**src/hdl/cdi_pkg.sv**
```systemverilog
`default_nettype none
// ----------------------------------------------------------------------------
// cdi_pkg
// shared types and constants of the codebook delay interleaver
// ----------------------------------------------------------------------------
package cdi_pkg;

    localparam int NCH       = 8;                  // codebook channels
    localparam int CODE_BITS = 12;                 // bits per code
    localparam int DEPTH     = NCH;                // delay line entries per lane
    localparam int DIST_BITS = $clog2(NCH);        // row distance / row count
    localparam int CNT_BITS  = $clog2(NCH + 1);    // channel count
    localparam int IDX_BITS  = 2;                  // config register index

    typedef logic [CODE_BITS-1:0] code_t;
    typedef logic [DIST_BITS-1:0] dist_t;
    typedef logic [CNT_BITS-1:0]  cnt_t;

    typedef enum logic [IDX_BITS-1:0] {
        REG_ACTIVE    = 2'd0,
        REG_PAD       = 2'd1,
        REG_DIRECTION = 2'd2
    } reg_idx_t;

    typedef enum logic {
        DIR_DELAY   = 1'b0,
        DIR_UNDELAY = 1'b1
    } dir_t;

    // control shared by all lanes for the row being built
    typedef struct packed {
        logic  flush;   // draining rows after the last frame
        dist_t k;       // flush row number
        dist_t rs;      // rows seen before the current row
        cnt_t  n;       // channels in use, clamped
        dir_t  dir;
        code_t pad;
    } ctl_t;

    typedef struct packed {
        code_t [NCH-1:0] code;
        logic            last;
    } row_t;

endpackage : cdi_pkg
`default_nettype wire

```
**src/hdl/cdi_lane.sv**
```systemverilog
`default_nettype none
// ----------------------------------------------------------------------------
// cdi_lane
// one channel: delay line of past codes and selection of the output code
// ----------------------------------------------------------------------------
module cdi_lane
(
    input  wire logic           clk,
    input  wire cdi_pkg::dist_t lane_id,
    input  wire cdi_pkg::ctl_t  ctl,
    input  wire logic           shift_en,
    input  wire cdi_pkg::code_t cur,
    output cdi_pkg::code_t      code
);
    import cdi_pkg::*;

    code_t dly_reg [DEPTH];

    cnt_t  c_ext;
    logic  active;
    logic  from_cur;
    logic  avail;
    dist_t lag;
    dist_t idx;
    code_t src;

    // newest code at entry 0
    always_ff @(posedge clk)
    begin
        if (shift_en)
        begin
            dly_reg[0] <= cur;
            for (int j = 1; j < DEPTH; j++)
            begin
                dly_reg[j] <= dly_reg[j-1];
            end
        end
    end

    always_comb
    begin
        c_ext    = cnt_t'(lane_id);
        active   = c_ext < ctl.n;
        lag      = lane_id;
        from_cur = 1'b0;
        idx      = '0;
        if (ctl.flush)
        begin
            // line already holds the last frame at entry 0
            active = active && (lane_id >= ctl.k);
            lag    = lane_id - ctl.k;
            idx    = lag;
        end
        else
        begin
            if (ctl.dir == DIR_UNDELAY)
                lag = dist_t'(ctl.n - cnt_t'(1) - c_ext);
            else
                lag = lane_id;
            from_cur = (lag == '0);
            idx      = lag - dist_t'(1);
        end
        avail = (lag <= ctl.rs);
        src   = from_cur ? cur : dly_reg[idx];
        code  = (active && avail) ? src : ctl.pad;
    end

endmodule : cdi_lane
`default_nettype wire

```
**src/hdl/cdi_merge.sv**
```systemverilog
`default_nettype none
// ----------------------------------------------------------------------------
// cdi_merge
// gathers the lane codes into one row and buffers rows in two slots
// ----------------------------------------------------------------------------
module cdi_merge
(
    input  wire logic                        clk,
    input  wire logic                        rst_n,
    input  wire cdi_pkg::code_t [cdi_pkg::NCH-1:0] lane_code,
    input  wire logic                        row_last,
    input  wire logic                        push,
    output logic                             full,
    output logic                             out_valid,
    input  wire logic                        out_ready,
    output cdi_pkg::row_t                    head
);
    import cdi_pkg::*;

    row_t       new_row;
    row_t       head_reg;
    row_t       skid_reg;
    logic [1:0] cnt_reg;
    logic [1:0] cnt_next;
    logic       pop;

    assign new_row.code = lane_code;
    assign new_row.last = row_last;

    assign pop       = (cnt_reg != 2'd0) && out_ready;
    assign full      = (cnt_reg == 2'd2);
    assign out_valid = (cnt_reg != 2'd0);
    assign head      = head_reg;

    always_comb
    begin
        cnt_next = cnt_reg;
        if (push && !pop)
            cnt_next = cnt_reg + 2'd1;
        else if (pop && !push)
            cnt_next = cnt_reg - 2'd1;
    end

    always_ff @(posedge clk or negedge rst_n)
    begin
        if (!rst_n)
            cnt_reg <= 2'd0;
        else
            cnt_reg <= cnt_next;
    end

    always_ff @(posedge clk)
    begin
        if (cnt_reg == 2'd2)
        begin
            if (pop)
                head_reg <= skid_reg;
        end
        else if (push)
        begin
            if (cnt_reg == 2'd0 || pop)
                head_reg <= new_row;
            else
                skid_reg <= new_row;
        end
    end

endmodule : cdi_merge
`default_nettype wire

```
**src/hdl/codebook_delay_interleaver.sv**
```systemverilog
`default_nettype none
// ----------------------------------------------------------------------------
// codebook_delay_interleaver
// converts frames of codebook codes between aligned and delayed layouts
// ----------------------------------------------------------------------------
//  channel   handshake              payload
//  input     in_valid / in_ready    in_code0..in_code7, last_frame
//  output    out_valid / out_ready  out_code0..out_code7, last_out
//  config    cfg_we                 cfg_index, cfg_data
//
//  one input word per cycle while in_ready is high; each row is built in the
//  cycle the word is taken and is registered into a two-slot output buffer
//  the last frame in delay mode adds active_channels-1 flush rows, one per
//  cycle while not full, taking no input word; this flush sets the worst case
//  reset clears the row count, flush state, buffer and registers to defaults
//  a stalled output fills the buffer and then drops in_ready
// ----------------------------------------------------------------------------
module codebook_delay_interleaver
(
    input  wire logic                 clk,
    input  wire logic                 rst_n,
    // input words
    input  wire logic                 in_valid,
    output logic                      in_ready,
    input  wire cdi_pkg::code_t       in_code0,
    input  wire cdi_pkg::code_t       in_code1,
    input  wire cdi_pkg::code_t       in_code2,
    input  wire cdi_pkg::code_t       in_code3,
    input  wire cdi_pkg::code_t       in_code4,
    input  wire cdi_pkg::code_t       in_code5,
    input  wire cdi_pkg::code_t       in_code6,
    input  wire cdi_pkg::code_t       in_code7,
    input  wire logic                 last_frame,
    // output words
    output logic                      out_valid,
    input  wire logic                 out_ready,
    output cdi_pkg::code_t            out_code0,
    output cdi_pkg::code_t            out_code1,
    output cdi_pkg::code_t            out_code2,
    output cdi_pkg::code_t            out_code3,
    output cdi_pkg::code_t            out_code4,
    output cdi_pkg::code_t            out_code5,
    output cdi_pkg::code_t            out_code6,
    output cdi_pkg::code_t            out_code7,
    output logic                      last_out,
    // configuration writes
    input  wire logic                 cfg_we,
    input  wire logic [cdi_pkg::IDX_BITS-1:0] cfg_index,
    input  wire cdi_pkg::code_t       cfg_data
);
    import cdi_pkg::*;

    // configuration registers
    logic [3:0] active_reg;
    code_t      pad_reg;
    dir_t       dir_reg;

    // sequence state
    dist_t rows_seen_reg;
    logic  flush_reg;
    dist_t flush_k_reg;
    dist_t flush_rs_reg;

    cnt_t  n_eff;
    logic  in_fire;
    logic  full;
    logic  emit_und;
    logic  push;
    logic  row_last;
    logic  flush_end;
    ctl_t  ctl;
    row_t  head;

    code_t [NCH-1:0] cur;
    code_t [NCH-1:0] lane_code;

    assign cur[0] = in_code0;
    assign cur[1] = in_code1;
    assign cur[2] = in_code2;
    assign cur[3] = in_code3;
    assign cur[4] = in_code4;
    assign cur[5] = in_code5;
    assign cur[6] = in_code6;
    assign cur[7] = in_code7;

    // channel count: zero acts as one, too many acts as all
    always_comb
    begin
        priority if (active_reg == 4'd0)
            n_eff = cnt_t'(1);
        else if (active_reg > 4'(NCH))
            n_eff = cnt_t'(NCH);
        else
            n_eff = cnt_t'(active_reg);
    end

    assign in_ready = !flush_reg && !full;
    assign in_fire  = in_valid && in_ready;

    // undelay gives a row once enough rows are stored
    assign emit_und  = (cnt_t'(rows_seen_reg) + cnt_t'(1)) >= n_eff;
    assign flush_end = (cnt_t'(flush_k_reg) == n_eff - cnt_t'(1));

    always_comb
    begin
        if (flush_reg)
        begin
            push     = !full;
            row_last = flush_end;
        end
        else if (dir_reg == DIR_DELAY)
        begin
            push     = in_fire;
            row_last = last_frame && (n_eff == cnt_t'(1));
        end
        else
        begin
            push     = in_fire && emit_und;
            row_last = last_frame;
        end
    end

    // lane control for the row under construction
    assign ctl.flush = flush_reg;
    assign ctl.k     = flush_k_reg;
    assign ctl.rs    = flush_reg ? flush_rs_reg : rows_seen_reg;
    assign ctl.n     = n_eff;
    assign ctl.dir   = dir_reg;
    assign ctl.pad   = pad_reg;

    // configuration port
    always_ff @(posedge clk or negedge rst_n)
    begin
        if (!rst_n)
        begin
            active_reg <= 4'd8;
            pad_reg    <= code_t'(1024);
            dir_reg    <= DIR_DELAY;
        end
        else if (cfg_we)
        begin
            unique case (cfg_index)
                REG_ACTIVE:    active_reg <= cfg_data[3:0];
                REG_PAD:       pad_reg    <= cfg_data;
                REG_DIRECTION: dir_reg    <= dir_t'(cfg_data[0]);
                default:       ;
            endcase
        end
    end

    // row count and flush sequencing
    always_ff @(posedge clk or negedge rst_n)
    begin
        if (!rst_n)
        begin
            rows_seen_reg <= '0;
            flush_reg     <= 1'b0;
            flush_k_reg   <= '0;
            flush_rs_reg  <= '0;
        end
        else
        begin
            if (in_fire)
            begin
                if (last_frame)
                    rows_seen_reg <= '0;
                else if (rows_seen_reg != dist_t'(NCH - 1))
                    rows_seen_reg <= rows_seen_reg + dist_t'(1);
                // delay mode drains the lines after the last frame
                if (last_frame && dir_reg == DIR_DELAY && n_eff != cnt_t'(1))
                begin
                    flush_reg    <= 1'b1;
                    flush_k_reg  <= dist_t'(1);
                    flush_rs_reg <= rows_seen_reg;
                end
            end
            else if (flush_reg && !full)
            begin
                if (flush_end)
                    flush_reg <= 1'b0;
                else
                    flush_k_reg <= flush_k_reg + dist_t'(1);
            end
        end
    end

    // one lane per channel
    for (genvar i = 0; i < NCH; i++)
    begin : g_lane
        cdi_lane u_lane
        (
            .clk      (clk),
            .lane_id  (dist_t'(i)),
            .ctl      (ctl),
            .shift_en (in_fire),
            .cur      (cur[i]),
            .code     (lane_code[i])
        );
    end

    cdi_merge u_merge
    (
        .clk       (clk),
        .rst_n     (rst_n),
        .lane_code (lane_code),
        .row_last  (row_last),
        .push      (push),
        .full      (full),
        .out_valid (out_valid),
        .out_ready (out_ready),
        .head      (head)
    );

    assign out_code0 = head.code[0];
    assign out_code1 = head.code[1];
    assign out_code2 = head.code[2];
    assign out_code3 = head.code[3];
    assign out_code4 = head.code[4];
    assign out_code5 = head.code[5];
    assign out_code6 = head.code[6];
    assign out_code7 = head.code[7];
    assign last_out  = head.last;

endmodule : codebook_delay_interleaver
`default_nettype wire

```
**config.mk**
```make
export PLATFORM = sky130hd
export DESIGN_NAME = codebook_delay_interleaver
export DESIGN_NICKNAME = d
export VERILOG_FILES = /design/src/hdl/cdi_pkg.sv /design/src/hdl/cdi_lane.sv /design/src/hdl/cdi_merge.sv /design/src/hdl/codebook_delay_interleaver.sv
export SDC_FILE = /design/constraint.sdc
export NUM_CORES = 1
export LEC_CHECK = 0
export BUFFER_PORTS_ARGS = -buffer_cell sky130_fd_sc_hd__buf_2
export CAP_MARGIN = 15
export CORE_UTILIZATION = 50
export DETAILED_ROUTE_END_ITERATION = 8
export GPL_ROUTABILITY_DRIVEN = 1
export GPL_TIMING_DRIVEN = 0
export HOLD_SLACK_MARGIN = 0.1
export PLACE_DENSITY = 0.7
export SETUP_SLACK_MARGIN = 0.4
export SYNTH_ARGS = -nofsm -noshare
export SYNTH_HDL_FRONTEND = slang
export SYNTH_SLANG_ARGS = --single-unit
export TNS_END_PERCENT = 30
```
**constraint.sdc**
```tcl
create_clock -name clk -period 18.8 [get_ports clk]
set_input_delay 2.82 -clock clk [delete_from_list [all_inputs] [get_ports clk]]
set_output_delay 2.82 -clock clk [all_outputs]
set_load 0.1 [all_outputs]
```
# Word-level counts from Yosys, hierarchy flattened
# Memory sizes are Yosys's and may differ from the RTL's.
# Cells that the tools add are included.
# totals
inputBits	116
ff_bits	223
memories	8
ram_bits	768
# op_classes
n_eq_ne	10
n_lt_le_gt_ge	26
bitwise_logic	3
n_addsub	29
reduce_logical	58
mux	89
# mem_list
memory	depth	width	rd	rd_clocked_by_memory_dff	wr	line_no	text
g_lane[0].u_lane.dly_reg	8	12	8	0	8	cdi_lane.sv:17	code_t dly_reg [DEPTH];
g_lane[1].u_lane.dly_reg	8	12	8	0	8	cdi_lane.sv:17	
g_lane[2].u_lane.dly_reg	8	12	8	0	8	cdi_lane.sv:17	
g_lane[3].u_lane.dly_reg	8	12	8	0	8	cdi_lane.sv:17	
g_lane[4].u_lane.dly_reg	8	12	8	0	8	cdi_lane.sv:17	
g_lane[5].u_lane.dly_reg	8	12	8	0	8	cdi_lane.sv:17	
2 more memories	--	--	--	--	--	--	
# op_table
op	count
$mux 97	4
$mux 12	16
$mux 3	39
$sub 3x1->3 const B	9
$logic_and 1x1->1	26
$mux 1	26
$le 3x3->1	8
$logic_not 3->1	8
$lt 3x4->1 const A	4
$reduce_bool 2->1	7
$ge 3x3->1 const A	4
$reduce_and 3->1	4
$sub 3x3->3 const A	4
$sub 3x3->3 const B	4
$reduce_and 2->1	5
$lt 1x4->1 const A	2
$lt 2x4->1 const A	2
$mux 4	2
$add 3x1->3 const B	2
$ge 1x3->1 const A	2
$ge 2x3->1 const A	2
$sub 1x3->3 const A	2
$sub 2x3->3 const A	2
$sub 3x2->3 const B	2
other kinds (20)	29

# Longest topological paths before layout
# An unclocked memory read counts as a cell.
# depth
depth_word	15
mapped_depth	18
depth_no_buf	14

# By module
# A second synthesis with hierarchy kept.
# hier_totals
cells_unflattened	2968
area_unflattened_um2	44732.9
# by_module_without_submodules
module	cells_each	seq_area_each_um2	area_per_inst_um2	instances
cdi_lane	316	2882.8	4505.6	8
cdi_merge	316	5875.6	7240.7	1
codebook_delay_interleaver	124	678.2	1447.6	1

# Least setup slack after synthesis
# OpenSTA, ideal clock, no wires.
# synth_path
path_type	input to register
start	in in_valid
end	reg flush_rs_reg[0]
setup_ns	0.143
path_stages	4
path_slack_ns	-2.864
t_arrival_ns	21.521
cell_sequence	nand2_1 inv_1 nand3_1 mux2_2
# synth_between
elab_chain_cells	2
# synth_rtl
item	line_no	text
start: declaration	codebook_delay_interleaver.sv:23	input wire logic in_valid,
$logic_and 1x1->1	codebook_delay_interleaver.sv:98	assign in_fire = in_valid && in_ready;
named net g_lane[0].u_lane.shift_en	cdi_lane.sv:11	input wire logic shift_en,
$reduce_and 2->1 (no line)	--	
end signal: assignment	codebook_delay_interleaver.sv:174	flush_rs_reg <= rows_seen_reg;
end: declaration	codebook_delay_interleaver.sv:62	dist_t flush_rs_reg;
# The timed path passes the listed nets, and every way through them passes these cells.
# A chain may end at the register's enable or synchronous reset.

# Worst setup path after layout
# layout_path
start	reg flush_reg
end	reg u_merge.head_reg (netlist bit u_merge.head[35]) (data pin)
# layout_between
elab_chain_cells	7
elab_cells_between_ends	13
cone_classes	order compare: 1; mux: 10; reduce/logical: 1; memory: 1
# layout_rtl
item	line_no	text
start: declaration	codebook_delay_interleaver.sv:60	logic flush_reg;
start signal: assignment	codebook_delay_interleaver.sv:157	flush_reg <= 1'b0;
start signal: assignment	codebook_delay_interleaver.sv:172	flush_reg <= 1'b1;
start signal: assignment	codebook_delay_interleaver.sv:180	flush_reg <= 1'b0;
$mux 3, on equally long branches	cdi_lane.sv:47, codebook_delay_interleaver.sv:126	
$mem_v2 8x12 or $le 3x3->1 (tied branches)	--	
$mux 12 or $logic_and 1x1->1 (tied branches)	cdi_lane.sv:64, cdi_lane.sv:65	
$mux 12 (*)	cdi_lane.sv:65	code = (active && avail) ? src : ctl.pad;
$mux 97 (*)	cdi_merge.sv:61	if (cnt_reg == 2'd0 || pop)
$mux 97 (*)	cdi_merge.sv:59	else if (push)
$mux 97 (*)	cdi_merge.sv:54	if (cnt_reg == 2'd2)
end signal: assignment	cdi_merge.sv:57	head_reg <= skid_reg;
end signal: assignment	cdi_merge.sv:62	head_reg <= new_row;
end: declaration	cdi_merge.sv:21	row_t head_reg;
# Mark *: on every way between the ends. The rest lies on a longest branch, timed or not. The select of a mux whose other input is x is not followed.

==> flow_metrics.env <==
export IMPL_status="complete, no violations"
export IMPL_firstDrtPassIters=9
export IMPL_via_per_inst=6.26
export IMPL_hold_start="g_lane[4].u_lane.dly_reg[0][11]$_DFFE_PP_"
export IMPL_holdBufCountCts=0
export IMPL_grt_pass1_vias=27100
export IMPL_async_flop_share_pct=2.93
export IMPL_clock_skew_ns=0.0339
export IMPL_fill_cells=6529
export IMPL_seq_area_um2=29600
export IMPL_critical_path_buf_inv_count=7
export IMPL_yosys_top_cells_area="edfxtp_1, nand2_1, mux2i_1, mux4_2, nand3_1"
export IMPL_cts_buffer_depth=3
export IMPL_syn_area_um2=42300
export IMPL_synth_top_cell_by_area="edfxtp_1"
export IMPL_cp_start_kind="flop"
export IMPL_period_share_pct=36.8
export IMPL_final_max_slew_viol_count=0
export IMPL_place_gp_congestion=0.948
export IMPL_cpMaxStageDelayCell="a2111oi_0"
export IMPL_synth_nets=3118
export IMPL_vias=28400
export IMPL_drive_gt1_share_pct=17.3
export IMPL_grt_antenna_before_repair=3
export IMPL_post_cts_buffers=0
export IMPL_synthCells=2956
export IMPL_final_common_cell="edfxtp_1"
export IMPL_grt_pass1_wl_mm=176
export IMPL_dp_hpwl_mm=81.6
export IMPL_clockRootBuffer="clkbuf_16"
export IMPL_crit_fanout=10
export IMPL_startpoint="flush_reg$_DFFE_PN0P_"
export IMPL_die_height_um=293
export IMPL_cts_inserted_buffers=101
export IMPL_rows=106
export IMPL_io_pins=215
export IMPL_synth_edf_count=962
export IMPL_htreeDepth=3
export IMPL_grt_usage_pct=27.7
export IMPL_seq_area_frac_synth_pct=70.0
export IMPL_synth_warnings=0
export IMPL_synth_cell_types=72
export IMPL_fmax_mhz=144
export IMPL_critPathTopFamily="buffers and inverters"
export IMPL_cts_num_sinks=991
export IMPL_grt_max_degree=47
export IMPL_crit_required_ns=19.12
export IMPL_clk_latency_ns=0.69
export IMPL_relSlewSlack_pct=14.6
export IMPL_cts_tree="done"
export IMPL_avgSynthCellArea_um2=14.3
export IMPL_endpoint_kind="flop"
export IMPL_post_route_drc_count=0
export IMPL_port_buffers=214
export IMPL_drt_wl_total_mm=120
export IMPL_area_growth_pct=15.5
export IMPL_cts_resized=0
export IMPL_cp_slowest_stage_delay_ns=0.93
export IMPL_core_area_um2=83700
export IMPL_die_w_um=293
export IMPL_fin_crit_ns=6.92
export IMPL_drt_initial_drc_count=3879
export IMPL_reg2reg_from="flush_reg$_DFFE_PN0P_"
export IMPL_synth_top_cell_area_share_pct=68.3
export IMPL_tightest_slew_ns=1.28
export IMPL_wire_per_inst_um=26.6
export IMPL_synthFlopType="edfxtp_1"
export IMPL_stdcell_count=4530
export IMPL_antenna_left=0
export IMPL_layout_nets=3469
export IMPL_path_cells="buf_2 -> buf_2 -> buf_2 -> clkbuf_1 -> buf_1 -> clkbuf_1 -> mux2i_1 -> ha_1 -> o21ai_0 -> a22oi_1 -> a311o_1 -> clkbuf_1 -> a2111oi_0 -> o31ai_1"
export IMPL_setup_viol=0
export IMPL_hold_class="reg -> reg"
export IMPL_finalHoldViolations=0
export IMPL_floorplan_initialDensity_pct=50.6
export IMPL_rsz0062_at_grt="false"
export IMPL_cap_violations=0
export IMPL_largest_reg_flops=768
export IMPL_clk_transition_reported_paths_ns=0.07
export IMPL_worstPathArrival_ns=7.25
export IMPL_multi_input_area_um2=11600
export IMPL_overflow=0
export IMPL_crit_type="reg -> reg"
export IMPL_die_area_um2=85800
export IMPL_layout_common_cells="edfxtp_1, nand2_1, buf_2, nand3_1, clkbuf_1"
export IMPL_ys_ff_latch=991
export IMPL_dp_cells=4337
==> cell type report <==
type / instances / area share, %
inverter: 50 / 0.392
sequential: 991 / 60.6
antenna: 3 / 0.0154
clock buffer: 118 / 5.34
multi-input combinational: 1699 / 23.7
tap: 1134 / 2.90
clock inverter: 71 / 1.64
timing repair buffer: 248 / 3.51
buffer: 216 / 1.90
==> kinds of logic after synthesis <==
kind of cell / share of synthesized area [%]
AO/OA/AOI/OAI: 10.1
XOR/XNOR: 0.248
adder cells (fa/ha/maj): 1.36
buffers and inverters: 2.63
flip-flops: 70.0
multiplexers: 6.92
AND/OR/NAND/NOR: 8.75
==> final timing paths <==
path | end | slack, ns | depth (start not counted)
max | u_merge.head[35]$_DFFE_PP_ | 11.88 | 14
min | g_lane[4].u_lane.dly_reg[1][11]$_DFFE_PP_ | 0.43 | 0
max reg2reg | u_merge.head[35]$_DFFE_PP_ | 11.88 | 14
min reg2reg | g_lane[4].u_lane.dly_reg[1][11]$_DFFE_PP_ | 0.43 | 0
max in group asynchronous | u_merge.cnt_reg[1]$_DFFE_PN0P_ | 16.06 | 1
min in group asynchronous | pad_reg[11]$_DFFE_PN0P_ | 2.21 | 1
==> metrics by stage <==
step           hold WS (ns)  area (µm²)  TNS [ns]  util, %  setup slack, ns
2_1_floorplan         0.417       42300         0        -             3.22
4_1_cts               0.425       48900         0     58.4            12.03
3_5_place_dp          0.427       45500         0     54.3            12.04
6_report              0.433       48900         0     58.4            11.88
5_1_grt               0.444       48900         0     58.4            11.72
3_3_place_gp          0.422       44800   -974.79     53.5            -2.65
==> layer usage <==
metal / wire length (µm) / global-route usage, % / up-vias
li1: - / - / 12300
met5: 0 / 0 / -
met4: 5620 / 12.3 / 0
met2: 55100 / 42.2 / 1777
met1: 46400 / 38.2 / 14000
met3: 13200 / 6.31 / 316
==> synthesized netlist by cell type, drive strengths merged, types with 5 or more instances <==
cell and number:
o41ai 12, nand2b 13, edfxtp 962, buf 80, nand4b 9, ha 46, o22ai 24, o31ai 42
a22oi 9, a2111oi 12, a221oi 39, or3 5, mux4 46, inv 49, nand3 159, o21ai 123
mux2i 115, nand2 313, mux2 66, clkbuf 136, nor3 16, a211oi 41, and3 29, dfrtp 27
a221o 22, nor2b 29, a32oi 10, o21a 5, nand3b 5, a21oi 112, o311a 9, a31oi 56
nand4 22, a311oi 40, nor2 138, xnor2 8, and4 9, o2111ai 10, o211ai 21, and2 40
o2bb2ai 10
Power is not shown: default switching activity piles up to over one toggle a cycle in this logic, so the estimate is an artifact.
